$ cat src/rtl/core/pcdm_pkg.sv
// pcdm_pkg: shared types and fixed constants for the PWM capture duty meter.
// No dependencies; imported by every module of the block except pcdm_checker.
package pcdm_pkg;

  // Fixed port field widths
  localparam int STAMP_W  = 16;
  localparam int DUR_W    = 16;
  localparam int TOTAL_W  = 17;
  localparam int DUTY_W   = 7;

  // Duty scale and the quotient width it implies (high <= total, so duty <= 100 < 128)
  localparam int DUTY_SCALE = 100;
  localparam int QUOT_BITS  = DUTY_W;
  localparam int CNT_W      = $clog2(QUOT_BITS);

  // Depth of the queue between front and back
  localparam int QUEUE_DEPTH = 2;

  // Polarity flags carried with each request
  typedef struct packed {
    logic was_falling;
    logic next_falling;
  } pcdm_flags_t;

endpackage

$ cat src/rtl/core/pcdm_front.sv
// pcdm_front: accepts edge requests, tracks expected polarity and last timestamp,
// and produces the updated high/low durations. Depends on pcdm_pkg.
module pcdm_front #(
  parameter int TIMER_WIDTH = 16
) (
  input  logic                        clk,
  input  logic                        rst_n,
  input  logic                        cfg_wr_en,
  input  logic                        cfg_wr_data,
  input  logic                        accept,
  input  logic [pcdm_pkg::STAMP_W-1:0] stamp_in,
  output logic [TIMER_WIDTH-1:0]      high_nxt,
  output logic [TIMER_WIDTH-1:0]      low_nxt,
  output pcdm_pkg::pcdm_flags_t       flags
);
  import pcdm_pkg::*;

  logic                   expect_falling_r;
  logic [TIMER_WIDTH-1:0] prev_stamp_r;
  logic [TIMER_WIDTH-1:0] high_r;
  logic [TIMER_WIDTH-1:0] low_r;
  logic [TIMER_WIDTH-1:0] stamp;
  logic [TIMER_WIDTH-1:0] elapsed;

  assign stamp   = TIMER_WIDTH'(stamp_in);
  assign elapsed = stamp - prev_stamp_r;

  always_comb begin
    high_nxt = high_r;
    low_nxt  = low_r;
    if (expect_falling_r) begin
      high_nxt = elapsed;
    end else begin
      low_nxt = elapsed;
    end
  end

  assign flags.was_falling  = expect_falling_r;
  assign flags.next_falling = ~expect_falling_r;

  always_ff @(posedge clk) begin
    if (!rst_n) begin
      expect_falling_r <= 1'b0;
      prev_stamp_r     <= '0;
      high_r           <= '0;
      low_r            <= '0;
    end else if (cfg_wr_en) begin
      // re-arm polarity; durations and timestamp are kept
      expect_falling_r <= cfg_wr_data;
    end else if (accept) begin
      expect_falling_r <= ~expect_falling_r;
      prev_stamp_r     <= stamp;
      high_r           <= high_nxt;
      low_r            <= low_nxt;
    end
  end

endmodule

$ cat src/rtl/core/pcdm_queue.sv
// pcdm_queue: small register FIFO that decouples the front from the back.
// Depends on pcdm_pkg for its depth.
module pcdm_queue #(
  parameter int WIDTH = 34
) (
  input  logic             clk,
  input  logic             rst_n,
  input  logic             push,
  input  logic [WIDTH-1:0] push_data,
  output logic             full,
  input  logic             pop,
  output logic [WIDTH-1:0] pop_data,
  output logic             not_empty
);
  import pcdm_pkg::*;

  localparam int PTR_W = (QUEUE_DEPTH > 1) ? $clog2(QUEUE_DEPTH) : 1;
  localparam int CNT_QW = $clog2(QUEUE_DEPTH + 1);

  logic [WIDTH-1:0]  mem_r [QUEUE_DEPTH];
  logic [PTR_W-1:0]  wptr_r;
  logic [PTR_W-1:0]  rptr_r;
  logic [CNT_QW-1:0] count_r;

  assign full      = (count_r == CNT_QW'(QUEUE_DEPTH));
  assign not_empty = (count_r != '0);
  assign pop_data  = mem_r[rptr_r];

  function automatic logic [PTR_W-1:0] ptr_inc(input logic [PTR_W-1:0] p);
    if (p == PTR_W'(QUEUE_DEPTH - 1)) begin
      return '0;
    end
    return p + 1'b1;
  endfunction

  always_ff @(posedge clk) begin
    if (push) begin
      mem_r[wptr_r] <= push_data;
    end
  end

  always_ff @(posedge clk) begin
    if (!rst_n) begin
      wptr_r  <= '0;
      rptr_r  <= '0;
      count_r <= '0;
    end else begin
      if (push) begin
        wptr_r <= ptr_inc(wptr_r);
      end
      if (pop) begin
        rptr_r <= ptr_inc(rptr_r);
      end
      if (push && !pop) begin
        count_r <= count_r + 1'b1;
      end else if (pop && !push) begin
        count_r <= count_r - 1'b1;
      end
    end
  end

endmodule

$ cat src/rtl/core/pcdm_back.sv
// pcdm_back: takes queued durations, forms the period and the duty percent with a
// restoring divider (one quotient bit a cycle), and holds the result. Depends on pcdm_pkg.
module pcdm_back #(
  parameter int TIMER_WIDTH = 16
) (
  input  logic                           clk,
  input  logic                           rst_n,
  input  logic                           q_not_empty,
  input  logic [TIMER_WIDTH-1:0]         q_high,
  input  logic [TIMER_WIDTH-1:0]         q_low,
  input  pcdm_pkg::pcdm_flags_t          q_flags,
  output logic                           q_pop,
  output logic                           out_valid,
  input  logic                           out_stall,
  output logic [pcdm_pkg::DUR_W-1:0]     out_high_time,
  output logic [pcdm_pkg::DUR_W-1:0]     out_low_time,
  output logic [pcdm_pkg::TOTAL_W-1:0]   out_total_period,
  output logic [pcdm_pkg::DUTY_W-1:0]    out_duty_percent,
  output logic                           out_duty_valid,
  output logic                           out_edge_was_falling,
  output logic                           out_next_edge_falling
);
  import pcdm_pkg::*;

  localparam int SUM_W = TIMER_WIDTH + 1;
  localparam int DIV_W = TIMER_WIDTH + QUOT_BITS;

  localparam logic [1:0] ST_IDLE = 2'd0;
  localparam logic [1:0] ST_DIV  = 2'd1;
  localparam logic [1:0] ST_OUT  = 2'd2;

  logic [1:0]             state_r;
  logic [1:0]             state_nxt;
  logic [CNT_W-1:0]       cnt_r;
  logic [DIV_W-1:0]       rem_r;
  logic [QUOT_BITS-1:0]   quot_r;
  logic [TIMER_WIDTH-1:0] high_r;
  logic [TIMER_WIDTH-1:0] low_r;
  logic [SUM_W-1:0]       total_r;
  pcdm_flags_t            flags_r;

  logic [DIV_W-1:0]       divisor_sh;
  logic                   fits;

  assign divisor_sh = DIV_W'(total_r) << cnt_r;
  assign fits       = (rem_r >= divisor_sh);
  assign q_pop      = (state_r == ST_IDLE) && q_not_empty;

  always_comb begin
    state_nxt = state_r;
    case (state_r)
      ST_IDLE: if (q_not_empty) state_nxt = ST_DIV;
      ST_DIV:  if (cnt_r == '0) state_nxt = ST_OUT;
      ST_OUT:  if (!out_stall) state_nxt = ST_IDLE;
      default: state_nxt = ST_IDLE;
    endcase
  end

  always_ff @(posedge clk) begin
    if (!rst_n) begin
      state_r <= ST_IDLE;
    end else begin
      state_r <= state_nxt;
    end
  end

  always_ff @(posedge clk) begin
    if (q_pop) begin
      high_r  <= q_high;
      low_r   <= q_low;
      flags_r <= q_flags;
      total_r <= SUM_W'(q_high) + SUM_W'(q_low);
      rem_r   <= DIV_W'(q_high) * DIV_W'(DUTY_SCALE);
      quot_r  <= '0;
      cnt_r   <= CNT_W'(QUOT_BITS - 1);
    end else if (state_r == ST_DIV) begin
      if (fits) begin
        rem_r <= rem_r - divisor_sh;
      end
      quot_r <= {quot_r[QUOT_BITS-2:0], fits};
      cnt_r  <= cnt_r - 1'b1;
    end
  end

  assign out_valid             = (state_r == ST_OUT);
  assign out_high_time         = DUR_W'(high_r);
  assign out_low_time          = DUR_W'(low_r);
  assign out_total_period      = TOTAL_W'(total_r);
  assign out_duty_valid        = (total_r != '0);
  // zero period: divider output is meaningless, force duty to zero
  assign out_duty_percent      = out_duty_valid ? quot_r : '0;
  assign out_edge_was_falling  = flags_r.was_falling;
  assign out_next_edge_falling = flags_r.next_falling;

endmodule

$ cat src/rtl/core/pwm_capture_duty_meter.sv
// pwm_capture_duty_meter: top level of the PWM period and duty meter.
// Instantiates pcdm_front, pcdm_queue and pcdm_back; depends on pcdm_pkg.
//
//   channel  direction  handshake            payload
//   in_      request in  in_valid / in_stall  in_edge_timestamp
//   out_     result out  out_valid/out_stall  high, low, total, duty, flags
//   cfg_     write       cfg_wr_en            cfg_wr_data (starting edge)
//
// Flow: an edge request enters the queue in the cycle it is accepted; the back
// end loads it from the queue head, runs the divider loop (one duty bit a cycle)
// and holds the result until it is taken, and only then pops the next request.
// Reset: synchronous, active low; polarity arms to rising, timestamp and durations
// clear. Stalls: in_stall rises only when the two-entry queue is full; out_stall
// holds the result register and the back end, while the front keeps accepting until the queue fills.
module pwm_capture_duty_meter #(
  parameter int TIMER_WIDTH = 16
) (
  input  logic                         clk,
  input  logic                         rst_n,
  // configuration
  input  logic                         cfg_wr_en,
  input  logic                         cfg_wr_data,
  // edge requests
  input  logic                         in_valid,
  output logic                         in_stall,
  input  logic [pcdm_pkg::STAMP_W-1:0] in_edge_timestamp,
  // results
  output logic                         out_valid,
  input  logic                         out_stall,
  output logic [pcdm_pkg::DUR_W-1:0]   out_high_time,
  output logic [pcdm_pkg::DUR_W-1:0]   out_low_time,
  output logic [pcdm_pkg::TOTAL_W-1:0] out_total_period,
  output logic [pcdm_pkg::DUTY_W-1:0]  out_duty_percent,
  output logic                         out_duty_valid,
  output logic                         out_edge_was_falling,
  output logic                         out_next_edge_falling
);
  import pcdm_pkg::*;

  // queue entry: high duration, low duration, polarity flags
  localparam int FLAGS_W = $bits(pcdm_flags_t);
  localparam int ENTRY_W = 2 * TIMER_WIDTH + FLAGS_W;

  logic                   accept;
  logic [TIMER_WIDTH-1:0] f_high;
  logic [TIMER_WIDTH-1:0] f_low;
  pcdm_flags_t            f_flags;
  logic                   q_full;
  logic                   q_pop;
  logic                   q_not_empty;
  logic [ENTRY_W-1:0]     q_entry;
  logic [TIMER_WIDTH-1:0] q_high;
  logic [TIMER_WIDTH-1:0] q_low;
  pcdm_flags_t            q_flags;

  // stall new edges only while the queue has no room
  assign in_stall = q_full;
  assign accept   = in_valid && !q_full;

  pcdm_front #(
    .TIMER_WIDTH(TIMER_WIDTH)
  ) u_front (
    .clk        (clk),
    .rst_n      (rst_n),
    .cfg_wr_en  (cfg_wr_en),
    .cfg_wr_data(cfg_wr_data),
    .accept     (accept),
    .stamp_in   (in_edge_timestamp),
    .high_nxt   (f_high),
    .low_nxt    (f_low),
    .flags      (f_flags)
  );

  pcdm_queue #(
    .WIDTH(ENTRY_W)
  ) u_queue (
    .clk      (clk),
    .rst_n    (rst_n),
    .push     (accept),
    .push_data({f_high, f_low, f_flags}),
    .full     (q_full),
    .pop      (q_pop),
    .pop_data (q_entry),
    .not_empty(q_not_empty)
  );

  // unpack the queue head
  assign q_high  = q_entry[ENTRY_W-1 -: TIMER_WIDTH];
  assign q_low   = q_entry[FLAGS_W +: TIMER_WIDTH];
  assign q_flags = q_entry[FLAGS_W-1:0];

  pcdm_back #(
    .TIMER_WIDTH(TIMER_WIDTH)
  ) u_back (
    .clk                  (clk),
    .rst_n                (rst_n),
    .q_not_empty          (q_not_empty),
    .q_high               (q_high),
    .q_low                (q_low),
    .q_flags              (q_flags),
    .q_pop                (q_pop),
    .out_valid            (out_valid),
    .out_stall            (out_stall),
    .out_high_time        (out_high_time),
    .out_low_time         (out_low_time),
    .out_total_period     (out_total_period),
    .out_duty_percent     (out_duty_percent),
    .out_duty_valid       (out_duty_valid),
    .out_edge_was_falling (out_edge_was_falling),
    .out_next_edge_falling(out_next_edge_falling)
  );

endmodule

$ cat config.mk
export PLATFORM = sky130hd
export DESIGN_NAME = pwm_capture_duty_meter
export DESIGN_NICKNAME = d
export VERILOG_FILES = /design/src/rtl/core/pcdm_pkg.sv /design/src/rtl/core/pcdm_front.sv /design/src/rtl/core/pcdm_queue.sv /design/src/rtl/core/pcdm_back.sv /design/src/rtl/core/pwm_capture_duty_meter.sv
export SDC_FILE = /design/constraint.sdc
export NUM_CORES = 1
export LEC_CHECK = 0
export ABC_CLOCK_PERIOD_IN_PS = 4430
export BUFFER_PORTS_ARGS = -buffer_cell sky130_fd_sc_hd__buf_2
export CAP_MARGIN = 20
export CORE_MARGIN = 2
export CORE_UTILIZATION = 30
export CTS_CLUSTER_DIAMETER = 50
export DETAILED_ROUTE_END_ITERATION = 10
export GPL_ROUTABILITY_DRIVEN = 0
export HOLD_SLACK_MARGIN = 0.02
export SLEW_MARGIN = 10
export SYNTH_ARGS = -nofsm -noshare
export SYNTH_HDL_FRONTEND = slang
export SYNTH_HIERARCHICAL = 1
export SYNTH_SLANG_ARGS = --single-unit
$ cat constraint.sdc
create_clock -name clk -period 4.43 [get_ports clk]
set_input_delay 0.2215 -clock clk [delete_from_list [all_inputs] [get_ports clk]]
set_output_delay 0.2215 -clock clk [all_outputs]
set_load 0.01 [all_outputs]
==> results of run 1 <==
-- flip-flops by register name, indices dropped and copies added, names as in the netlist, named ones only --
signal                        count
u_back/out_edge_was_falling       1
u_queue/wptr_r                    1
u_back/state_r                    2
u_back/quot_r                     7
u_queue/mem_r                    68
u_front/expect_falling_r          1
u_back/cnt_r                      3
u_front/prev_stamp_r             16
u_back/out_total_period          17
u_back/out_next_edge_falling      1
u_back/out_high_time             16
u_queue/rptr_r                    1
u_front/high_r                   16
u_back/rem_r                     23
u_back/out_low_time              16
u_queue/count_r                   2
u_front/low_r                    16
-- cell families (layout without fill, tap and decap cells) --
logic type / after synthesis / after routing / share of synthesized area
adder cells (fa/ha/maj): 124 / 124 / 0.131
multiplexers: 74 / 74 / 0.0705
AND/OR/NAND/NOR: 361 / 361 / 0.136
flip-flops: 208 / 208 / 0.439
AO/OA/AOI/OAI: 275 / 275 / 0.142
XOR/XNOR: 55 / 55 / 0.0380
buffers and inverters: 139 / 259 / 0.0443
-- metrics by stage --
step / worst slack, ns / instances / hold slack (ns)
3_3_place_gp: 0.230 / 1823 / 0.440
2_1_floorplan: 0.407 / 1236 / 0.339
4_1_cts: 0.138 / 1894 / 0.188
3_5_place_dp: 0.160 / 1823 / 0.447
6_report: 0.216 / 1895 / 0.194
5_1_grt: 0.00616 / 1895 / 0.202
-- worst register-to-register path, stage by stage, from the launching register on --
cell and delay [ns]:
dfxtp_1 0.37, buf_12 0.18, mux2_2 0.41, ha_1 0.31, ha_1 0.30, ha_1 0.33, fa_1 0.49, a211o_1 0.33
a21oi_2 0.18, o21ai_2 0.11, a21oi_1 0.16, o221ai_1 0.17, or2_2 0.31, xor2_1 0.14, a22o_1 0.17
-- cell type report --
class,count,area share
well taps,539,0.0455
repair buffers,117,0.0503
clock buffers,37,0.0536
flip-flops and latches,208,0.375
multi-input cells,889,0.445
inverters,90,0.0228
clock inverters,15,0.00751
-- how the worst max path moves through the flow --
stage                        to  slack [ns]
2_1_floorplan  u_back/rem_r[20]        0.41
3_3_place_gp   u_back/rem_r[20]        0.23
3_5_place_dp   u_back/rem_r[22]        0.16
4_1_cts        u_back/rem_r[22]        0.14
5_1_grt        u_back/rem_r[21]       0.006
6_report       u_back/rem_r[20]        0.22
-- per-layer routing --
metal | GRT usage | up-vias | part of all wire
li1 | - | 4661 | -
met1 | 0.180 | 4334 | 0.46
met2 | 0.227 | 190 | 0.47
met3 | 0.0196 | 35 | 0.043
met4 | 0.0320 | 0 | 0.019
met5 | 0 | - | 0
-- placed cells by master (no fill, tap or decap), types with 7 or more instances in the layout --
cell and instances:
o21ai_0 51, ha_1 109, nor2_1 57, and2_1 7
o211ai_1 10, mux2i_1 23, nand2_1 152, nand4_1 12
dfxtp_1 68, mux2_2 43, a211oi_1 10, a21o_1 12
mux4_2 8, dlygate4sd3_1 19, o21ai_1 11, edfxtp_1 140
fa_1 14, nand2b_1 18, o21a_1 10, nand3_1 30
or3_1 12, inv_1 88, clkbuf_16 29, xnor2_1 39
xor2_1 16, buf_2 82, buf_4 14, nor4_1 7
a22o_1 11, nor2b_1 24, a21oi_1 94, nor3_1 12
-- what timing repair did --
action	4_1_cts	5_1_grt
hold buffers	19	0
resized for setup	0	9
buffers inserted	0	1
endpoints found under the hold margin	18	0
endpoints found under the setup margin	0	4
==> results.json, run 1 <==
{
  "status": "finished clean",
  "maxCapViolations": 0,
  "area_delta_synth_final_pct": 17.0,
  "cts_tree": "done",
  "fin_nets": 1480,
  "die_area_um2": 43900,
  "fin_util": 0.354,
  "cp_data_required_time_ns": 4.72,
  "synth_most_common_cell": "nand2_1",
  "vias": 9220,
  "grt_pass1_wl_um": 47400,
  "clkTransAtPathRegs_ns": 0.06,
  "yosysUniqueCellTypes": 81,
  "synth-seq-cells": 208,
  "min_path_cells": 4,
  "grt_pass1_vias": 8978,
  "wl_per_cell_um": 15.6,
  "drive_gt1_frac": 0.170,
  "post-route-period-util": 0.951,
  "period_minus_slack_ns": 4.21,
  "path_cells": "buf_12 > mux2_2 > ha_1 > ha_1 > ha_1 > fa_1 > a211o_1 > a21oi_2 > o21ai_2 > a21oi_1 > o221ai_1 > or2_2 > xor2_1 > a22o_1",
  "slowest_delay_ns": 0.49,
  "regArea_um2": 5570,
  "holdPathEnd": "u_queue/wptr_r",
  "grt_max_degree": 40,
  "clock_latency_ns": 0.53,
  "hold_viol_final": 0,
  "fin_worst_skew_ns": 0.0128,
  "synth_top_cell_area_share": 0.332,
  "rows": 75,
  "grt.overflow.total": 0,
  "routed_wl_um": 29600,
  "crit_fanout": 21,
  "ys.flop_type": "edfxtp_1",
  "clk_path_buf_depth": 3,
  "final-setup-viol-count": 0,
  "reg2reg_slack_ns": 0.22,
  "netlist_area_um2": 12700,
  "crit_family": "adder cells",
  "pin_count": 83,
  "drc": 0,
  "start_util": 0.303,
  "r2r-end": "u_back/rem_r[20]",
  "hpwlAfterDp_um": 21900,
  "htree_levels": 1,
  "synth-edff-count": 140,
  "drtPass1Iterations": 5,
  "cp_data_arrival_time_ns": 4.50,
  "cp_num_buf_inv": 1,
  "antenna_found_initial": 0,
  "synth_fp_nets": 1382,
  "worstSetupEndpointType": "register",
  "post_dp_cell_area_um2": 13700,
  "rsz0062_at_grt": "false",
  "reg2regPathDepth": 14,
  "cts_sinks": 208,
  "avgViaCountPerCell": 4.87,
  "max_freq_ghz": 0.237,
  "port_buffers": 82,
  "die-width_um": 210,
  "synth_area_leaders": "edfxtp_1 33%, ha_1 11%, dfxtp_1 11%, nand2_1 4.5%, mux2_2 3.8%",
  "startpoint_type": "register",
  "grt.total_usage": 0.134,
  "ys_seq_area_frac": 0.439,
  "diodes": 0,
  "synth_common_cells": "152 x nand2_1, 140 x edfxtp_1, 110 x ha_1",
  "die_h_um": 210,
  "slew_violations": 0,
  "postRouteAntennaNets": 0,
  "worst-setup-path-type": "register to register",
  "min_path_type": "input port to register",
  "syn_avg_cell_area_um2": 10.3,
  "relSlewSlack": 0.331,
  "worst_pin_slew_ns": 1.00,
  "cts_made_buffers": 28,
  "ys_warn_count": 6,
  "synth.largest_area_cell": "edfxtp_1",
  "synth_cells": 1236,
  "async_reset_ff_frac": 0,
  "nFillCells": 4216,
  "final_area_um2": 14800,
  "multi_input_area_um2": 6610,
  "worstSetupPathDepth": 14,
  "drt-initial-drc-count": 524,
  "clk_root_buffer_cell": "clkbuf_16",
  "setup_tns_ns": 0,
  "worstHoldStart": "in_valid",
  "core_um2": 41900,
  "cpMostUsedCell": "ha_1",
  "slowest_stage": "fa_1"
}
Power of run 1 is left out: the tool's default activity adds up to more than one toggle a clock period on the data nets, which glitch-free logic cannot reach.
==> run 2: changes to the inputs <==
CORE_MARGIN = 5   (was 2)
SETUP_SLACK_MARGIN = 0.3   (was default)
==> run 2 against run 1 <==
Setup slack better by 0.22 ns. Global-route usage down 0.93 points. Sequential share of layout area down 0.42 points. Die area up 5.8%. Critical endpoint unchanged. Highest routed layer unchanged.
==> results.json, run 2 (synthesized netlist as in run 1, its figures left out) <==
{
  "cp_data_arrival_time_ns": 4.29,
  "antenna_found_initial": 0,
  "rsz0062_at_grt": "false",
  "drc": 0,
  "die_area_um2": 46500,
  "reg2reg_slack_ns": 0.43,
  "rows": 75,
  "layout_common_cells": "152 x nand2_1, 140 x edfxtp_1, 104 x ha_1",
  "hold_slack_ns": 0.197,
  "worst_pin_slew_ns": 0.960,
  "worst-setup-path-type": "register to register",
  "fin_ws_ns": 0.435,
  "slowest_stage": "fa_1",
  "drive_gt1_frac": 0.182,
  "cp_num_buf_inv": 1,
  "core_um2": 41900,
  "nFillCells": 4175,
  "worstSetupEndpointType": "register",
  "cts_made_buffers": 28,
  "die_h_um": 216,
  "grt_pass1_vias": 8972,
  "grt.total_usage": 0.124,
  "multi_input_area_um2": 6680,
  "crit_fanout": 5,
  "final_common_cell": "nand2_1",
  "clk_root_buffer_cell": "clkbuf_16",
  "slowest_delay_ns": 0.54,
  "clkTransAtPathRegs_ns": 0.06,
  "drtPass1Iterations": 5,
  "crit_family": "adder cells",
  "cts_tree": "done",
  "cp_data_required_time_ns": 4.72,
  "clk_path_buf_depth": 3,
  "status": "finished clean",
  "maxCapViolations": 0,
  "die-width_um": 216,
  "grt.overflow.total": 0,
  "min_path_type": "input port to register",
  "grt_pass1_wl_um": 48100,
  "startpoint_type": "register",
  "min_path_cells": 4,
  "hold_viol_final": 0,
  "drt-initial-drc-count": 452,
  "setup_tns_ns": 0,
  "htree_levels": 1,
  "area_delta_synth_final_pct": 18.4,
  "worstSetupPathDepth": 14,
  "top_register": "u_queue/mem_r",
  "routed_wl_um": 29800,
  "diodes": 0,
  "port_buffers": 82,
  "vias": 9217,
  "final-setup-viol-count": 0,
  "fin_util": 0.359,
  "fin_nets": 1488,
  "pin_count": 83,
  "relSlewSlack": 0.360,
  "clock_latency_ns": 0.54,
  "start_util": 0.303,
  "largest_reg_flops": 68,
  "wl_per_cell_um": 15.7,
  "max_freq_ghz": 0.250,
  "path_cells": "buf_6 > mux2_2 > ha_1 > ha_1 > fa_1 > ha_4 > a211o_1 > a21oi_2 > o21ai_2 > a21oi_2 > o221ai_2 > or2_2 > xor2_1 > a22o_1",
  "slew_violations": 0,
  "cts_sinks": 208,
  "postRouteAntennaNets": 0,
  "avgViaCountPerCell": 4.84,
  "period_minus_slack_ns": 4.00,
  "hpwlAfterDp_um": 22200,
  "place_ws_ns": 0.0438,
  "grt_max_degree": 45,
  "fin_worst_skew_ns": 0.0115,
  "regArea_um2": 5570,
  "reg2regPathDepth": 14,
  "post-route-period-util": 0.902
}
[run 2: cell count changes in the layout (fill, tap and decap cells not counted), moves of 4 or more]
cell,change
clkbuf_8,-4
mux2_4,+6
mux2_2,-6
clkinv_4,-4
ha_1,-5
bufinv_16,+4
buf_4,+8
clkinv_1,+4
[run 2: timing repair]
item | in CTS | in global routing
hold endpoints to repair | 18 | 0
pin swaps | 0 | 5
setup buffers | 0 | 4
setup endpoints to repair | 6 | 29
resized for setup | 7 | 23
hold buffers | 19 | 0
[run 2: path summary, 6_finish.rpt]
kind	to	startpoint
worst max-delay path	u_back/rem_r[20]	register
worst min-delay path	u_queue/wptr_r	in_valid
worst max register to register	u_back/rem_r[20]	register
worst min register to register	u_front/prev_stamp_r[7]	u_front/prev_stamp_r[7]
[run 2: per-layer routing]
| layer | GRT usage | vias up | share of wire |
|---|---|---|---|
| met3 | 0.0193 | 40 | 0.037 |
| li1 | - | 4671 | - |
| met4 | 0.0237 | 0 | 0.019 |
| met1 | 0.170 | 4354 | 0.47 |
| met5 | 0 | - | 0 |
| met2 | 0.211 | 152 | 0.48 |
[run 2: area by class of cell]
| type | count | share of cell area |
|---|---|---|
| multi-input combinational | 889 | 0.444 |
| inverter | 90 | 0.0227 |
| clock buffer | 29 | 0.0469 |
| sequential | 208 | 0.371 |
| timing repair buffer | 125 | 0.0525 |
| clock inverter | 23 | 0.0176 |
| tap | 539 | 0.0449 |
[run 2: per-stage QoR]
stage	instance area [um^2]	instances
floorplan	12700	1236
detailed placement	13700	1828
global placement	13700	1828
CTS	14900	1899
finish	15000	1903
global route	15000	1903
[run 2: worst min-delay path, delay by kind of cell]
family / cells / cell delay, ns
AND/OR/NAND/NOR: 2 / 0.27
buffers and inverters: 1 / 0.10
AO/OA/AOI/OAI: 1 / 0.11
Power of run 2 is left out for the same reason.
